$ cat config.mk
export PLATFORM = sky130hd
export DESIGN_NAME = light_sensor_calibrate_normalize
export DESIGN_NICKNAME = d
export VERILOG_FILES = /design/src/rtl/lscn_pkg.sv /design/src/rtl/lscn_ctrl.sv /design/src/rtl/lscn_dpath.sv /design/src/rtl/light_sensor_calibrate_normalize.sv
export SDC_FILE = /design/constraint.sdc
export NUM_CORES = 1
export LEC_CHECK = 0
export BUFFER_PORTS_ARGS = -buffer_cell sky130_fd_sc_hd__clkbuf_2
export CORE_MARGIN = 10
export CORE_UTILIZATION = 62
export DETAILED_ROUTE_END_ITERATION = 16
export GPL_ROUTABILITY_DRIVEN = 0
export PLACE_DENSITY = 0.8
export SETUP_SLACK_MARGIN = 0.15
export SLEW_MARGIN = 10
export SYNTH_ARGS = -nofsm -noshare
export SYNTH_HDL_FRONTEND = slang
export SYNTH_SLANG_ARGS = --single-unit
$ cat constraint.sdc
create_clock -name clk_i -period 6.6 [get_ports clk_i]
set_input_delay 0.66 -clock clk_i [delete_from_list [all_inputs] [get_ports clk_i]]
set_output_delay 0.66 -clock clk_i [all_outputs]
set_load 0.01 [all_outputs]
$ cat src/rtl/lscn_pkg.sv
// ----------------------------------------------------------------------------
// lscn_pkg: shared definitions for the light sensor calibrate/normalize block
// Field widths, request codes, controller states and the command and status
// bundles that pass between controller and datapath.
// ----------------------------------------------------------------------------
`default_nettype none

package lscn_pkg;

  // Default configuration.
  localparam int NUM_SENSORS_DEF = 2;
  localparam int NUM_COLORS_DEF  = 4;
  localparam int SAMPLE_BITS_DEF = 10;

  // Fixed field widths of the streams.
  localparam int SENSOR_W = 1;
  localparam int COLOR_W  = 2;
  localparam int SAMPLE_W = 10;
  localparam int LEVEL_W  = 7;
  localparam int REQ_W    = 2;
  localparam int SEEN_W   = 10;

  localparam int IN_DATA_W  = 16;
  localparam int OUT_DATA_W = 32;

  // Widest internal sample word.
  localparam int SAMPLE_MAX_W = 16;

  // Full scale of the normalized level and the quotient bits it needs.
  localparam logic [LEVEL_W-1:0] FULL_SCALE = 7'd100;
  localparam int                 DIV_STEPS  = 7;
  localparam int                 CNT_W      = 3;

  typedef enum logic [REQ_W-1:0] {
    REQ_CLEAR = 2'd0,
    REQ_CAL   = 2'd1,
    REQ_NORM  = 2'd2,
    REQ_NONE  = 2'd3
  } req_type_e;

  typedef enum logic [4:0] {
    ST_IDLE = 5'b00001,
    ST_READ = 5'b00010,
    ST_EVAL = 5'b00100,
    ST_DIV  = 5'b01000,
    ST_FIN  = 5'b10000
  } ctrl_state_e;

  typedef struct packed {
    logic load_req;
    logic read_ent;
    logic eval;
    logic div_step;
    logic load_out;
  } ctrl_cmd_t;

  typedef struct packed {
    logic need_div;
    logic div_done;
  } dp_status_t;

endpackage

`default_nettype wire

$ cat src/rtl/lscn_ctrl.sv
// ----------------------------------------------------------------------------
// lscn_ctrl: sequencing state machine
// Accepts one request, steps the datapath through table read, evaluation
// and optional division, and owns the result valid flag.
// ----------------------------------------------------------------------------
`default_nettype none

module lscn_ctrl (
  input  wire                  clk_i,
  input  wire                  rst_ni,
  input  wire                  in_valid_i,
  output logic                 in_ready_o,
  output logic                 out_valid_o,
  input  wire                  out_ready_i,
  input  lscn_pkg::dp_status_t status_i,
  output lscn_pkg::ctrl_cmd_t  cmd_o
);
  import lscn_pkg::*;

  ctrl_state_e state_q, state_d;
  logic        out_valid_q, out_valid_d;
  logic        out_free;

  assign out_free    = !out_valid_q || out_ready_i;
  assign in_ready_o  = (state_q == ST_IDLE);
  assign out_valid_o = out_valid_q;

  always_comb begin
    state_d     = state_q;
    out_valid_d = out_valid_q;
    cmd_o       = '0;
    if (out_valid_q && out_ready_i) begin
      out_valid_d = 1'b0;
    end
    case (state_q)
      ST_IDLE: begin
        if (in_valid_i) begin
          cmd_o.load_req = 1'b1;
          state_d        = ST_READ;
        end
      end
      ST_READ: begin
        cmd_o.read_ent = 1'b1;
        state_d        = ST_EVAL;
      end
      ST_EVAL: begin
        cmd_o.eval = 1'b1;
        state_d    = status_i.need_div ? ST_DIV : ST_FIN;
      end
      ST_DIV: begin
        cmd_o.div_step = 1'b1;
        if (status_i.div_done) begin
          state_d = ST_FIN;
        end
      end
      ST_FIN: begin
        // The result register must be empty or emptying this cycle.
        if (out_free) begin
          cmd_o.load_out = 1'b1;
          out_valid_d    = 1'b1;
          state_d        = ST_IDLE;
        end
      end
      default: begin
        state_d = ST_IDLE;
      end
    endcase
  end

  always_ff @(posedge clk_i or negedge rst_ni) begin
    if (!rst_ni) begin
      state_q     <= ST_IDLE;
      out_valid_q <= 1'b0;
    end else begin
      state_q     <= state_d;
      out_valid_q <= out_valid_d;
    end
  end

endmodule

`default_nettype wire

$ cat src/rtl/lscn_dpath.sv
// ----------------------------------------------------------------------------
// lscn_dpath: calibration tables, range logic and restoring divider
// Holds the min/max memories with per-entry valid bits, evaluates each
// request and runs a radix-2 divider for the normalized level.
// ----------------------------------------------------------------------------
`default_nettype none

module lscn_dpath #(
  parameter int NUM_SENSORS = lscn_pkg::NUM_SENSORS_DEF,
  parameter int NUM_COLORS  = lscn_pkg::NUM_COLORS_DEF,
  parameter int SAMPLE_BITS = lscn_pkg::SAMPLE_BITS_DEF
) (
  input  wire                            clk_i,
  input  wire                            rst_ni,
  input  lscn_pkg::ctrl_cmd_t            cmd_i,
  output lscn_pkg::dp_status_t           status_o,
  input  lscn_pkg::req_type_e            req_type_i,
  input  wire [lscn_pkg::SENSOR_W-1:0]   sensor_i,
  input  wire [lscn_pkg::COLOR_W-1:0]    color_i,
  input  wire [lscn_pkg::SAMPLE_W-1:0]   sample_i,
  output logic [lscn_pkg::LEVEL_W-1:0]   level_o,
  output logic                           below_range_o,
  output logic                           above_range_o,
  output logic                           span_empty_o,
  output logic [lscn_pkg::SEEN_W-1:0]    min_seen_o,
  output logic [lscn_pkg::SEEN_W-1:0]    max_seen_o
);
  import lscn_pkg::*;

  localparam int SW      = SAMPLE_BITS;
  localparam int ENTRIES = NUM_SENSORS * NUM_COLORS;
  localparam int IDXW    = (ENTRIES > 1) ? $clog2(ENTRIES) : 1;
  localparam int NW      = SW + LEVEL_W;
  localparam logic [SW-1:0] SMAX = {SW{1'b1}};

  // Tables and valid bits; an entry that is not valid reads as the empty range.
  logic [SW-1:0]      min_mem [ENTRIES];
  logic [SW-1:0]      max_mem [ENTRIES];
  logic [ENTRIES-1:0] vld_q;

  // Latched request.
  req_type_e          kind_q;
  logic               ok_q;
  logic [IDXW-1:0]    idx_q;
  logic [SW-1:0]      x_q;

  logic [SW-1:0]      rd_min_q, rd_max_q;
  logic               rd_vld_q;

  logic [SW-1:0]      seen_min_q, seen_max_q;
  logic               below_q, above_q, empty_q;
  logic [NW-1:0]      rem_q, dvs_q;
  logic [LEVEL_W-1:0] quo_q;
  logic [CNT_W-1:0]   cnt_q;

  logic [SAMPLE_MAX_W-1:0] sample_ext;
  logic [SW-1:0]           x_in;
  logic                    ok_in;
  logic [IDXW-1:0]         idx_in;

  assign sample_ext = SAMPLE_MAX_W'(sample_i);
  assign x_in       = sample_ext[SW-1:0];
  assign ok_in      = (32'(sensor_i) < NUM_SENSORS) && (32'(color_i) < NUM_COLORS);
  assign idx_in     = IDXW'(32'(sensor_i) * NUM_COLORS + 32'(color_i));

  // Evaluation terms.
  logic [SW-1:0] lo, hi, nmin, nmax, diff;
  logic          empty_c, below_c, above_c, need_div;
  logic [NW-1:0] prod;

  always_comb begin
    lo       = rd_vld_q ? rd_min_q : SMAX;
    hi       = rd_vld_q ? rd_max_q : '0;
    nmin     = (x_q < lo) ? x_q : lo;
    nmax     = (x_q > hi) ? x_q : hi;
    empty_c  = (hi <= lo);
    below_c  = !empty_c && (x_q < lo);
    above_c  = !empty_c && !below_c && (x_q > hi);
    diff     = x_q - lo;
    prod     = NW'(diff) * NW'(FULL_SCALE);
    need_div = (kind_q == REQ_NORM) && ok_q && !empty_c && !below_c && !above_c;
  end

  assign status_o.need_div = need_div;
  assign status_o.div_done = (cnt_q == CNT_W'(DIV_STEPS - 1));

  // Request latch and table read.
  always_ff @(posedge clk_i) begin
    if (cmd_i.load_req) begin
      kind_q <= req_type_i;
      ok_q   <= ok_in;
      idx_q  <= idx_in;
      x_q    <= x_in;
    end
    if (cmd_i.read_ent) begin
      rd_min_q <= min_mem[idx_q];
      rd_max_q <= max_mem[idx_q];
      rd_vld_q <= vld_q[idx_q];
    end
  end

  always_ff @(posedge clk_i) begin
    if (cmd_i.eval && (kind_q == REQ_CAL) && ok_q) begin
      min_mem[idx_q] <= nmin;
      max_mem[idx_q] <= nmax;
    end
  end

  always_ff @(posedge clk_i or negedge rst_ni) begin
    if (!rst_ni) begin
      vld_q <= '0;
    end else if (cmd_i.eval) begin
      if (kind_q == REQ_CLEAR) begin
        vld_q <= '0;
      end else if ((kind_q == REQ_CAL) && ok_q) begin
        vld_q[idx_q] <= 1'b1;
      end
    end
  end

  // Evaluation and division.
  always_ff @(posedge clk_i) begin
    if (cmd_i.eval) begin
      below_q <= 1'b0;
      above_q <= 1'b0;
      empty_q <= 1'b0;
      quo_q   <= '0;
      rem_q   <= prod;
      dvs_q   <= {1'b0, hi - lo, {(LEVEL_W-1){1'b0}}};
      cnt_q   <= '0;
      if (!ok_q) begin
        seen_min_q <= '0;
        seen_max_q <= '0;
      end else begin
        case (kind_q)
          REQ_CLEAR: begin
            seen_min_q <= SMAX;
            seen_max_q <= '0;
          end
          REQ_CAL: begin
            seen_min_q <= nmin;
            seen_max_q <= nmax;
          end
          REQ_NORM: begin
            seen_min_q <= lo;
            seen_max_q <= hi;
            below_q    <= below_c;
            above_q    <= above_c;
            empty_q    <= empty_c;
            if (above_c) begin
              quo_q <= FULL_SCALE;
            end
          end
          default: begin
            seen_min_q <= lo;
            seen_max_q <= hi;
          end
        endcase
      end
    end else if (cmd_i.div_step) begin
      if (rem_q >= dvs_q) begin
        rem_q <= rem_q - dvs_q;
        quo_q <= {quo_q[LEVEL_W-2:0], 1'b1};
      end else begin
        quo_q <= {quo_q[LEVEL_W-2:0], 1'b0};
      end
      dvs_q <= dvs_q >> 1;
      cnt_q <= cnt_q + CNT_W'(1);
    end
  end

  // Result register.
  logic [SAMPLE_MAX_W-1:0] min_ext, max_ext;
  assign min_ext = SAMPLE_MAX_W'(seen_min_q);
  assign max_ext = SAMPLE_MAX_W'(seen_max_q);

  always_ff @(posedge clk_i) begin
    if (cmd_i.load_out) begin
      level_o       <= quo_q;
      below_range_o <= below_q;
      above_range_o <= above_q;
      span_empty_o  <= empty_q;
      min_seen_o    <= min_ext[SEEN_W-1:0];
      max_seen_o    <= max_ext[SEEN_W-1:0];
    end
  end

endmodule

`default_nettype wire

$ cat src/rtl/light_sensor_calibrate_normalize.sv
// ----------------------------------------------------------------------------
// light_sensor_calibrate_normalize: min/max calibration and 0..100 scaling
// Top level: stream ports, controller and datapath.
// ----------------------------------------------------------------------------
// The block keeps a calibrated minimum and maximum for every sensor and color
// channel and answers one result transaction for every request transaction.
// A clear request empties every range, a calibrate request widens the
// addressed range with the sample, and a normalize request scales the sample
// to (sample-min)*100/(max-min), truncated, with saturation flags. Requests
// are handled one at a time: a request without division passes through
// acceptance, a registered table read, evaluation and the load of the result
// register before the next acceptance, and a normalize request whose sample
// lies inside the range also passes through the radix-2 restoring divider,
// which produces one quotient bit per cycle. The result sits in an output
// register, so a new request is taken while an earlier result still waits;
// the block only holds off in its final step if that register is still full.
// After reset every range is empty at once; per-entry valid bits stand in for
// the table contents, so no clearing pass is needed.
// ----------------------------------------------------------------------------
`default_nettype none

module light_sensor_calibrate_normalize #(
  parameter int NUM_SENSORS = lscn_pkg::NUM_SENSORS_DEF,
  parameter int NUM_COLORS  = lscn_pkg::NUM_COLORS_DEF,
  parameter int SAMPLE_BITS = lscn_pkg::SAMPLE_BITS_DEF
) (
  input  wire                               clk_i,
  input  wire                               rst_ni,
  // Request stream.
  input  wire                               s_axis_tvalid,
  output logic                              s_axis_tready,
  // tdata: sensor [0], color [2:1], sample [12:3], zero fill [15:13].
  input  wire [lscn_pkg::IN_DATA_W-1:0]     s_axis_tdata,
  // tuser: req_type [1:0].
  input  wire [lscn_pkg::REQ_W-1:0]         s_axis_tuser,
  // Result stream.
  output logic                              m_axis_tvalid,
  input  wire                               m_axis_tready,
  // tdata: level [6:0], below_range [7], above_range [8], span_empty [9],
  //        min_seen [19:10], max_seen [29:20], zero fill [31:30].
  output logic [lscn_pkg::OUT_DATA_W-1:0]   m_axis_tdata
);
  import lscn_pkg::*;

  ctrl_cmd_t  cmd;
  dp_status_t status;

  logic [LEVEL_W-1:0] level;
  logic               below_range, above_range, span_empty;
  logic [SEEN_W-1:0]  min_seen, max_seen;

  // The controller sequences each transaction; the datapath only acts on its
  // commands and reports whether a division is needed and when it finishes.
  lscn_ctrl u_ctrl (
    .clk_i       (clk_i),
    .rst_ni      (rst_ni),
    .in_valid_i  (s_axis_tvalid),
    .in_ready_o  (s_axis_tready),
    .out_valid_o (m_axis_tvalid),
    .out_ready_i (m_axis_tready),
    .status_i    (status),
    .cmd_o       (cmd)
  );

  lscn_dpath #(
    .NUM_SENSORS (NUM_SENSORS),
    .NUM_COLORS  (NUM_COLORS),
    .SAMPLE_BITS (SAMPLE_BITS)
  ) u_dpath (
    .clk_i         (clk_i),
    .rst_ni        (rst_ni),
    .cmd_i         (cmd),
    .status_o      (status),
    .req_type_i    (req_type_e'(s_axis_tuser)),
    .sensor_i      (s_axis_tdata[0]),
    .color_i       (s_axis_tdata[2:1]),
    .sample_i      (s_axis_tdata[12:3]),
    .level_o       (level),
    .below_range_o (below_range),
    .above_range_o (above_range),
    .span_empty_o  (span_empty),
    .min_seen_o    (min_seen),
    .max_seen_o    (max_seen)
  );

  // Pack the result fields, most significant field first.
  assign m_axis_tdata = {2'b00, max_seen, min_seen, span_empty, above_range,
                         below_range, level};

endmodule

`default_nettype wire

---- Word level (Yosys, flattened, before mapping) ----
Memory sizes are Yosys's and may differ from the RTL's. A register that Yosys moved wholly into a read port is not among the register bits.
Index checks and enable logic that the tools add are counted.
word-level totals
  flip-flop bits (word level) ............. 126
  memory bits (writable) .................. 160
  bits of input ports ..................... 22
  output and inout port bits .............. 34
  word-level logic and storage cells ...... 111
  memories kept ........................... 2
operators by class
  add/subtract/negate cells ............... 5
  multipliers ............................. 1
  order comparisons ....................... 6
  equal/unequal tests ..................... 11
  mux-type cells .......................... 39
  bitwise gates (word level) .............. 1
  reduce and logical (&&, ||, !) cells .... 22
memory list
  memory           depth  width  read ports  clocked after memory_dff  wr ports  RTL line          RTL
  u_dpath.max_mem  8      10     1           1                         1         lscn_dpath.sv:38  logic [SW-1:0] max_mem [ENTRIES];
  u_dpath.min_mem  8      10     1           1                         1         lscn_dpath.sv:37  logic [SW-1:0] min_mem [ENTRIES];
operators by type and width
  kind                     count
  $mux W17                 3
  $mux W10                 4
  $pmux W10 S2             2
  $mux W16                 2
  $mux W7                  4
  $pmux W5 S5              1
  $mux W5                  4
  $sub A10 B10 Y10         2
  $ge A17 B16 Y1           1
  $sub A17 B16 Y17         1
  $mux W8                  2
  $mul A10 B5 Y15 const B  1
  $mux W1                  15
  $gt A10 B10 Y1           1
  $le A10 B10 Y1           1
  $lt A10 B10 Y1           1
  $logic_and A1 B1 Y1      9
  $or A8 B8 Y8             1
  $reduce_and A2 Y1        3
  $reduce_bool A2 Y1       3
  $eq A5 B1 Y1 const B     1
  $eq A5 B2 Y1 const B     1
  $eq A5 B3 Y1 const B     1
  $eq A5 B4 Y1 const B     1
  16 further kinds         20

---- Depth between registers and ports, before layout ----
Gate-level depths: netlist (run 1).
  word-level depth ........................ 11
  mapped depth ............................ 26
  depth with buffers taken out ............ 23

---- Modules after synthesis ----
From an unflattened synthesis (run 1), not the netlist that was laid out.
unflattened totals
  cells, all modules ...................... 1165
  area total of the unflattened synthesis .. 14740.4 um2
modules (own cells, without submodules)
  module                            times used  cells an instance  area an instance (um2)  seq. area each (um2)
  lscn_dpath                        1           1123               14347.5                 8858.5
  lscn_ctrl                         1           36                 351.6                   151.4
  light_sensor_calibrate_normalize  1           6                  41.3                    0.0

---- Worst setup path before layout (run 1) ----
No wires, ideal clock.
  path kind ............................... register to register
  start ................................... register u_dpath.rd_vld_q
  end ..................................... register u_dpath.rem_q[16], data pin
  library setup time ...................... 0.276 ns
  arrival ................................. 5.304 ns
  required time ........................... 6.324 ns
  path slack .............................. 1.020 ns
  stages on the path, launching flop included .. 25
  path buffers ............................ 3
  clock period less this slack ............ 5.580 ns
  cell sequence ........................... edfxtp_1 -> buf_4 -> clkbuf_1 -> clkbuf_1 -> nor2b_1 -> inv_1 -> ha_1 -> inv_1 -> ha_1 -> o311ai_0 -> a22oi_1 -> maj3_1 -> a211oi_1 -> nor2_1 -> ha_1 -> ha_1 -> inv_1 -> fa_1 -> inv_1 -> ha_1 -> or4_1 -> a31oi_1 -> o21ai_0 -> xnor2_1 -> o22ai_1
on the way
  cells in the longest elaborated chain, start to end .. 4
RTL lines
  element                 RTL line           RTL
  from (decl)             lscn_dpath.sv:48   logic rd_vld_q;
  from (signal assigned)  lscn_dpath.sv:98   rd_vld_q <= vld_q[idx_q];
  $mux W10                lscn_dpath.sv:72   lo = rd_vld_q ? rd_min_q : SMAX;
  $sub A10 B10 Y10        lscn_dpath.sv:79   diff = x_q - lo;
  $mul A10 B5 Y15         lscn_dpath.sv:80   prod = NW'(diff) * NW'(FULL_SCALE);
  $mux W17                lscn_dpath.sv:123  if (cmd_i.eval) begin
  to (signal assigned)    lscn_dpath.sv:128  rem_q <= prod;
  to (signal assigned)    lscn_dpath.sv:162  rem_q <= rem_q - dvs_q;
  to (decl)               lscn_dpath.sv:52   logic [NW-1:0] rem_q, dvs_q;
Every way passes these cells.
A chain may end at the register's enable or synchronous reset.

---- Final worst setup path (run 1) ----
Same ends and word-level chain as after synthesis.

==> results of run 1 <==
-- worst max-delay path: cells and delay by family, from the launching register on --
family / cells / cell delay, ps
buffers and inverters: 3 / 320
adders and majority gates: 6 / 1950
and+or+nand+nor: 3 / 890
xor gates and xnor gates: 2 / 300
AOI/OAI and AO/OA: 6 / 1490
DFF: 1 / 400
-- state kept, by name, summed over array words and instances (netlist names), 16 cells and up --
| name | count |
|---|---|
| u_dpath.dvs_q | 16 |
| u_dpath.max_mem | 80 |
| u_dpath.min_mem | 80 |
| u_dpath.rem_q | 17 |
-- final timing paths --
| path | end | slack [ps] | depth (start not counted) |
|---|---|---|---|
| hold reg to reg | u_dpath.level_o[6] | 420 | 0 |
| hold / removal | u_dpath.kind_q[0] | 250 | 1 |
| setup / recovery | u_dpath.rem_q[16] | 990 | 20 |
| max in group asynchronous | u_ctrl.state_q[0] | 5760 | 2 |
| setup reg to reg | u_dpath.rem_q[16] | 990 | 20 |
| min in group asynchronous | u_ctrl.out_valid_o | 530 | 2 |
-- metal layers --
layer	GRT usage	vias up	routed length (um)
li1	-	4475	-
met1	0.2731	4620	12920
met2	0.3456	401	15550
met3	0.03420	48	2581
met4	0.05857	0	607
met5	0	-	0
-- cell type report --
class	instances	area share
flip-flops and latches	306	0.5609
multi-input cells	715	0.3160
clock buffers	39	0.04884
repair buffers	76	0.02789
well taps	319	0.02485
inverters	66	0.01542
clock inverters	14	0.006076
-- cells by family after synthesis --
family | count (synthesis)
AO/OA/AOI/OAI | 285
buffers and inverters | 128
adder cells (fa/ha/maj) | 83
multiplexers | 11
other | 1
XOR/XNOR | 45
flip-flops | 306
AND/OR/NAND/NOR | 289
-- power by group --
group	total [W]	switching (W)	internal [W]
Clock	0.00153	0.000695	0.000838
Combinational	0.00281	0.00171	0.00111
Sequential	0.00251	0.000105	0.00241
-- metrics by stage --
stage,utilization,std cells
2_1_floorplan,-,1149
3_3_place_gp,0.6522,1481
3_5_place_dp,0.6522,1481
4_1_cts,0.6905,1535
5_1_grt,0.6905,1535
6_report,0.6905,1535
-- cell usage in the layout (no fill, tap or decap), types with 13 or more instances in the layout --
cell type	instances
buf_4	25
a21oi_1	62
dfrtp_1	13
inv_1	66
xnor2_1	24
nand2_1	68
clkbuf_2	50
xor2_1	21
nor2_1	56
and3_1	23
nor2b_1	13
edfxtp_1	281
a22oi_1	85
nand4_1	30
nand2b_1	16
o21ai_0	38
o22ai_1	17
nand3_1	24
ha_1	76
a21o_1	14
clkbuf_16	30
==> results_dict.tcl, run 1 <==
set metrics [dict create \
    die_w_um 173.3 \
    nets 1299 \
    root_buffer "clkbuf_16" \
    rows 56 \
    vias_per_cell 6.218 \
    multiInputGateArea_sq_um 5076 \
    synth-xor-area-share 0.02705 \
    synth-edff-count 281 \
    placed_area_sq_um 15170 \
    async_flop_share 0.04575 \
    p_leak_nw 5.963 \
    synth_compound_area_frac 0.1308 \
    cts_inserted_buffers 30 \
    hp-start "s_axis_tuser[0]" \
    first_pass_iters 6 \
    cts_setup_buffers 0 \
    status "finished, final reports clean" \
    diodes 0 \
    ys_seq_area_frac 0.6184 \
    syn_area_sq_um 14570 \
    clock_skew_ps 28.63 \
    drive_gt1_frac 0.1135 \
    seq_area_sq_um 9010 \
    crit_chain "buf_4 -> and2b_1 -> xnor2_1 -> ha_1 -> o311ai_0 -> a22oi_1 -> maj3_1 -> a211oi_1 -> nor2_1 -> ha_1 -> ha_1 -> inv_1 -> fa_1 -> inv_1 -> ha_1 -> or4_1 -> a31oi_1 -> o21ai_0 -> xnor2_1 -> o22ai_1" \
    ys_ff_latch 306 \
    grt_pass1_wl_um 50210 \
    ant_nets 0 \
    synthFlopType "edfxtp_1" \
    critPathSlowestCell "or4_1" \
    grt_start_max_net_pins 49 \
    design_area_sq_um 16060 \
    antenna_found_initial 0 \
    clock_sinks 306 \
    hold_violations 0 \
    drc 0 \
    ctsResizeCount 0 \
    worstPathArrival_ps 5910 \
    fill_cells 1615 \
    wire_per_inst_um 20.63 \
    postSynthAreaPerCell_sq_um 12.69 \
    synthCells 1148 \
    worst_slack_ps 990.4 \
    synth.area.top_cells "edfxtp_1 (58%), ha_1 (6.5%), a22oi_1 (4.4%)" \
    fin_crit_sh 0.8499 \
    muxShareOfSynthArea 0.008588 \
    critPathMaxStageDelay_ps 520 \
    worst_pin_slew_ps 1152 \
    cellPowerDensity_nw_per_um2 427.1 \
    slew_headroom 0.2320 \
    vias 9544 \
    gr-total-overflow 0 \
    die_height_um 173.3 \
    yosysMostFrequentCell "edfxtp_1" \
    vdd_drop_max_mv 0.4426 \
    hold_path.class "input pin to flop" \
    ys_types 69 \
    synth.top_cell.area_share 0.5792 \
    holdBufCountCts 1 \
    clk_latency_ps 580 \
    dieArea_sq_um 30030 \
    slew_viol_final 0 \
    synth-simple-area-share 0.1050 \
    grt_pass1_vias 9183 \
    synth_top_family_by_area "compound AO/OA/AOI/OAI gates" \
    setup.worst_path.start "u_dpath.rd_vld_q" \
    path_common_cell "ha_1" \
    synth_area_leader_cell "edfxtp_1" \
    drt_iter0_markers 1020 \
    grt_use_total 0.2065 \
    drv.max_cap_violation_count 0 \
    timing.rr.start "u_dpath.rd_vld_q" \
    whs_ps 251.0 \
    path_clk_slew_ps 60 \
    fmax_ghz 0.1783 \
    fin_setup_tns_ps 0 \
    routed_wl_um 31660 \
    period_needed_ps 5610 \
    core_sq_um 23260 \
    required_ps 6900 \
    htreeDepth 1 \
    rsz0062_at_grt "no" \
    finalSetupViolCount 0 \
    cts_buffer_depth 3 \
    ios 56 \
    pre_cts_ws_ps 1009 \
    p_total_w 0.006861 \
    yosysWarnings 0 \
    synthAdderAreaFrac 0.07420 \
    place.detailed.hpwl_um 21020 \
    cp-end-kind "flop" \
    tritoncts "built" \
    synth_common_cells "edfxtp_1 (281), a22oi_1 (85), ha_1 (76)" \
    area_delta_synth_final_pct 10.25 \
    start_util 0.6263 \
    critPathKind "flop to flop" \
    critPathLaunchType "flop" \
    critPathMaxFanout 22 \
    port_buffers 50 \
]
No activity file was read; power rests on OpenSTA's default activity.
==> inputs of run 2 (changes only) <==
==> constraint.sdc (replaced) <==
create_clock -name clk_i -period 5.5 [get_ports clk_i]
set_input_delay 0.55 -clock clk_i [delete_from_list [all_inputs] [get_ports clk_i]]
set_output_delay 0.55 -clock clk_i [all_outputs]
set_load 0.01 [all_outputs]
==> run 2 against run 1 <==
Register-to-register slack lost 630 ps; sequential power up 20%; worst setup slack worse by 630 ps; cell area increased by 1.4%; wire length is 4.1% higher; global-route usage up 0.16 points; clock skew is 6.7 ps lower; sequential share of layout area is 0.77 points lower; combinational power grew 29%; die area stayed put.
==> results_dict.tcl, run 2 (synthesis results as in run 1) <==
set metrics [dict create \
    cts_inserted_buffers 31 \
    antenna_found_initial 0 \
    clock_skew_ps 21.96 \
    p_int_w 0.005485 \
    slew_headroom 0.2044 \
    power_frac_seq 0.348 \
    p_total_w 0.008663 \
    period_needed_ps 5142 \
    worstRegToRegCells 19 \
    fmax_ghz 0.1945 \
    p_sw_frac 0.3668 \
    nets 1304 \
    hold_violations 0 \
    critPathKind "flop to flop" \
    required_ps 5800 \
    gr-total-overflow 0 \
    critPathSlowestCell "buf_4" \
    worst_pin_slew_ps 1193 \
    worst_slack_ps 357.7 \
    critPathLaunchType "flop" \
    path_common_cell "ha_1" \
    hp-start "s_axis_tdata[6]" \
    grt_pass1_vias 9123 \
    reg2reg_slack_ps 360 \
    status "finished, final reports clean" \
    slew_viol_final 0 \
    clock_sinks 306 \
    die_w_um 173.3 \
    first_pass_iters 5 \
    critPathMaxFanout 44 \
    dieArea_sq_um 30030 \
    cellPowerDensity_nw_per_um2 531.9 \
    htreeDepth 1 \
    reg_top3 "u_dpath.max_mem: 80 flops, u_dpath.min_mem: 80 flops, u_dpath.rem_q: 17 flops" \
    die_height_um 173.3 \
    root_buffer "clkbuf_16" \
    port_buffers 50 \
    critPathMaxStageDelay_ps 400 \
    timing.rr.start "u_dpath.rd_vld_q" \
    netSwitchingPower_w 0.003177 \
    fin_setup_tns_ps 0 \
    tritoncts "built" \
    drv.max_cap_violation_count 0 \
    worstPathArrival_ps 5440 \
    clk_latency_ps 580 \
    p_leak_nw 6.047 \
    grt_use_total 0.2082 \
    final_cell_mix "edfxtp_1 (281), a22oi_1 (84), ha_1 (73)" \
    critical_path.top_delay_family "adder cells" \
    fin_util 0.7001 \
    place.detailed.hpwl_um 21410 \
    vdd_drop_max_mv 0.4969 \
    routed_wl_um 32970 \
    ant_nets 0 \
    clkPwrFrac 0.234 \
    fin_crit_sh 0.9350 \
    area_delta_synth_final_pct 11.78 \
    drt_iter0_markers 1023 \
    power_frac_comb 0.418 \
    final_common_cell "edfxtp_1" \
    path_buf_inv 2 \
    grt_start_max_net_pins 49 \
    cp-endpoint "u_dpath.rem_q[15]" \
    path_clk_slew_ps 60 \
    vias_per_cell 6.277 \
    setup.worst_path.start "u_dpath.rd_vld_q" \
    core_sq_um 23260 \
    start_util 0.6263 \
    grt_pass1_wl_um 50030 \
    pre_cts_ws_ps 172.4 \
    hold_path.class "input pin to flop" \
    wire_per_inst_um 21.35 \
    cp-end-kind "flop" \
    rsz0062_at_grt "yes" \
    crit_chain "buf_4 -> nor2b_2 -> ha_1 -> nand3_1 -> a31oi_1 -> o211a_1 -> a221o_1 -> mux2_4 -> or3_1 -> ha_1 -> inv_1 -> ha_1 -> ha_1 -> ha_1 -> a21oi_1 -> nand2_1 -> a31oi_1 -> xor2_1 -> o22ai_1" \
    drive_gt1_frac 0.1347 \
    seq_area_sq_um 9010 \
    multiInputGateArea_sq_um 5164 \
    finalSetupViolCount 0 \
    diodes 0 \
    cts_buffer_depth 3 \
    rows 56 \
    rr_endpoint "u_dpath.rem_q[15]" \
    drc 0 \
    fill_cells 1597 \
    ios 56 \
    vias 9692 \
    worst-path-stages 19 \
]
run 2: timing repair:
item | 4_1_cts | 5_1_grt
hold buffers | 1 | 0
hold endpoints to repair | 13 | 0
gates resized for setup | 0 | 15
buffers inserted | 0 | 4
setup endpoints to repair | 0 | 4
run 2: worst register-to-register path, stage by stage, from the launching register on:
cell	delay, ps
edfxtp_1	350
buf_4	400
nor2b_2	360
ha_1	390
nand3_1	140
a31oi_1	70
o211a_1	230
a221o_1	270
mux2_4	300
or3_1	400
ha_1	290
inv_1	40
ha_1	280
ha_1	290
ha_1	360
a21oi_1	150
nand2_1	60
a31oi_1	170
xor2_1	200
o22ai_1	100
run 2: how the worst min path moves through the flow:
stage | to | slack, ps | depth (start not counted)
global placement | u_dpath.max_seen_o[8] | 400 | 0
detailed placement | u_dpath.above_range_o | 400 | 0
CTS | u_dpath.kind_q[0] | 140 | 1
global route | u_dpath.x_q[5] | 140 | 1
floorplan | u_ctrl.out_valid_o | 250 | 0
finish | u_dpath.x_q[3] | 150 | 1
run 2: final cells by class:
class | instances | area share
Clock inverter | 25 | 0.01252
Timing Repair Buffer | 80 | 0.02935
Clock buffer | 33 | 0.04809
Tap cell | 319 | 0.02451
Multi-Input combinational cell | 715 | 0.3171
Inverter | 66 | 0.01521
Sequential cell | 306 | 0.5532
run 2: through the flow:
stage          cell area (sq um)  hold slack [ps]  cells
6_report                   16290            148.4   1544
5_1_grt                    16290            136.8   1544
4_1_cts                    16180            140.2   1540
3_5_place_dp               15180            404.5   1481
3_3_place_gp               15180            403.5   1481
2_1_floorplan              14590            254.4   1149
run 2: power by group through the flow:
stage | sequential [W] | combinational (W) | clock (W)
floorplan | 0.00300 | 0.00259 | 0
global placement | 0.00305 | 0.00323 | 0
detailed placement | 0.00306 | 0.00336 | 0
CTS | 0.00301 | 0.00339 | 0.00204
global route | 0.00303 | 0.00403 | 0.00214
finish | 0.00302 | 0.00362 | 0.00203
run 2: routing by layer:
layer / up-vias / GRT usage / wire length, um
met2: 469 / 0.3484 / 16030
met3: 80 / 0.02875 / 2811
li1: 4489 / - / -
met4: 0 / 0.07618 / 1020
met5: - / 0 / 0
met1: 4654 / 0.2724 / 13100
==> inputs of run 3 (changes only) <==
==> constraint.sdc (replaced) <==
create_clock -name clk_i -period 5.5 [get_ports clk_i]
set_input_delay 0.275 -clock clk_i [delete_from_list [all_inputs] [get_ports clk_i]]
set_output_delay 0.275 -clock clk_i [all_outputs]
set_load 0.01 [all_outputs]
==> run 3 against run 2 <==
Combinational power down 4%; clock skew about the same; register-to-register slack hardly changed; clock power is essentially flat; highest routed layer unchanged.
==> results_dict.tcl, run 3 (synthesis results as in run 1) <==
set metrics [dict create \
    grt_pass1_vias 9515 \
    clkPwrFrac 0.239 \
    slew_headroom 0.2080 \
    place.detailed.hpwl_um 21480 \
    path_common_cell "inv_1" \
    clock_skew_ps 22.12 \
    die_height_um 173.3 \
    final_cell_mix "edfxtp_1 (281), a22oi_1 (84), ha_1 (74)" \
    slew_viol_final 0 \
    tritoncts "built" \
    start_util 0.6263 \
    rsz0062_at_grt "no" \
    p_sw_frac 0.3634 \
    worstRegToRegCells 21 \
    drt_iter0_markers 933 \
    drc 0 \
    netSwitchingPower_w 0.003098 \
    fin_crit_sh 0.9326 \
    core_sq_um 23260 \
    wire_per_inst_um 21.30 \
    reg2reg_slack_ps 370 \
    nets 1320 \
    fin_setup_tns_ps 0 \
    path_buf_inv 4 \
    finalSetupViolCount 0 \
    worstPathArrival_ps 5430 \
    port_buffers 50 \
    drv.max_cap_violation_count 0 \
    grt_pass1_wl_um 52070 \
    fin_cells 1558 \
    rows 56 \
    cp-end-kind "flop" \
    p_leak_nw 6.107 \
    dieArea_sq_um 30030 \
    htreeDepth 1 \
    dpl.cell_count 1484 \
    final_common_cell "edfxtp_1" \
    reg_top3 "u_dpath.max_mem: 80 flops, u_dpath.min_mem: 80 flops, u_dpath.rem_q: 17 flops" \
    grt_start_max_net_pins 49 \
    path_clk_slew_ps 60 \
    crit_chain "nor2b_2 -> inv_1 -> ha_2 -> inv_1 -> ha_2 -> o311ai_2 -> a22oi_2 -> maj3_1 -> a211oi_2 -> nor2_2 -> ha_1 -> ha_1 -> inv_1 -> fa_1 -> inv_1 -> ha_1 -> or4_1 -> a31oi_2 -> o21ai_1 -> xnor2_1 -> o22ai_1" \
    clk_latency_ps 580 \
    fmax_ghz 0.1949 \
    critPathLaunchType "flop" \
    vias 9750 \
    period_needed_ps 5130 \
    vias_per_cell 6.258 \
    gr-total-overflow 0 \
    power_frac_seq 0.353 \
    routed_wl_um 33190 \
    clock_sinks 306 \
    p_int_w 0.005426 \
    critical_path.top_delay_family "adder cells" \
    hold_path.class "input pin to async pin" \
    worst_pin_slew_ps 1188 \
    ant_nets 0 \
    die_w_um 173.3 \
    area_delta_synth_final_pct 12.82 \
    drive_gt1_frac 0.1283 \
    critPathKind "flop to flop" \
    rr_endpoint "u_dpath.rem_q[16]" \
    hold_violations 0 \
    critPathMaxFanout 5 \
    vdd_drop_max_mv 0.4260 \
    root_buffer "clkbuf_16" \
    cts_inserted_buffers 30 \
    diodes 0 \
    status "finished, final reports clean" \
    timing.rr.start "u_dpath.rd_vld_q" \
    critPathSlowestCell "or4_1" \
    grt_use_total 0.2153 \
    required_ps 5800 \
    antenna_found_initial 0 \
    power_frac_comb 0.408 \
    cts_buffer_depth 3 \
    critPathMaxStageDelay_ps 540 \
    ios 56 \
    first_pass_iters 6 \
    cellPowerDensity_nw_per_um2 518.6 \
]
-- run 3: cell types whose count changed in the layout (fill, tap and decap cells not counted), moves of 2 or more --
cell,previous run,this run
dlygate4sd3_1,1,18
clkinv_1,7,5
clkbuf_1,2,4
clkinv_2,9,5
-- run 3: power groups by stage --
stage / logic, W / clock network (W) / registers, W
6_report: 0.00348 / 0.00204 / 0.00301
5_1_grt: 0.00393 / 0.00214 / 0.00302
4_1_cts: 0.00339 / 0.00204 / 0.00300
3_5_place_dp: 0.00335 / 0 / 0.00305
3_3_place_gp: 0.00323 / 0 / 0.00304
2_1_floorplan: 0.00259 / 0 / 0.00300
-- run 3: how the worst max path moves through the flow --
stage	start	end	slack [ps]	cells past startpoint
after global routing	u_dpath.rd_vld_q	u_dpath.rem_q[16]	120	22
after global placement	u_dpath.rd_vld_q	u_dpath.rem_q[16]	340	22
after floorplan	u_dpath.rd_vld_q	u_dpath.rem_q[16]	170	24
after detailed placement	u_dpath.rd_vld_q	u_dpath.rem_q[16]	220	22
final	u_dpath.rd_vld_q	u_dpath.rem_q[16]	370	21
after CTS	u_dpath.rd_vld_q	u_dpath.rem_q[16]	190	22
-- run 3: layout make-up --
class / instances / area [sq um]
flip-flops and latches: 306 / 9010
fillers: 1566 / 6825
multi-input cells: 715 / 5135
clock buffers: 34 / 765.7
repair buffers: 97 / 648.1
well taps: 319 / 399.1
inverters: 66 / 247.7
clock inverters: 21 / 231.5
-- run 3: metal layers --
metal  up-vias  track usage  share of wire
li1       4516            -              -
met1      4685       0.2801           0.39
met2       465       0.3635           0.50
met3        84      0.03071          0.080
met4         0      0.07366          0.030
met5         -            0              0
-- run 3: repair_timing --
| action | in CTS | in global routing |
|---|---|---|
| endpoints found under the hold margin | 32 | 0 |
| setup endpoints to repair | 0 | 4 |
| hold buffers | 18 | 0 |
| buffers inserted | 0 | 1 |
| resized for setup | 0 | 12 |
-- run 3: stage by stage --
step / setup WS [ps] / util / total power [W] / cell area, sq um / hold slack [ps]
after floorplan: 166.8 / - / 0.005585 / 14590 / -20.59
after global placement: 336.0 / 0.6537 / 0.006279 / 15210 / 208.7
after detailed placement: 220.8 / 0.6537 / 0.006404 / 15210 / 210.5
after CTS: 189.1 / 0.7043 / 0.008436 / 16380 / 148.9
after global routing: 119.0 / 0.7066 / 0.009095 / 16440 / 190.4
final: 370.4 / 0.7066 / 0.008524 / 16440 / 143.8
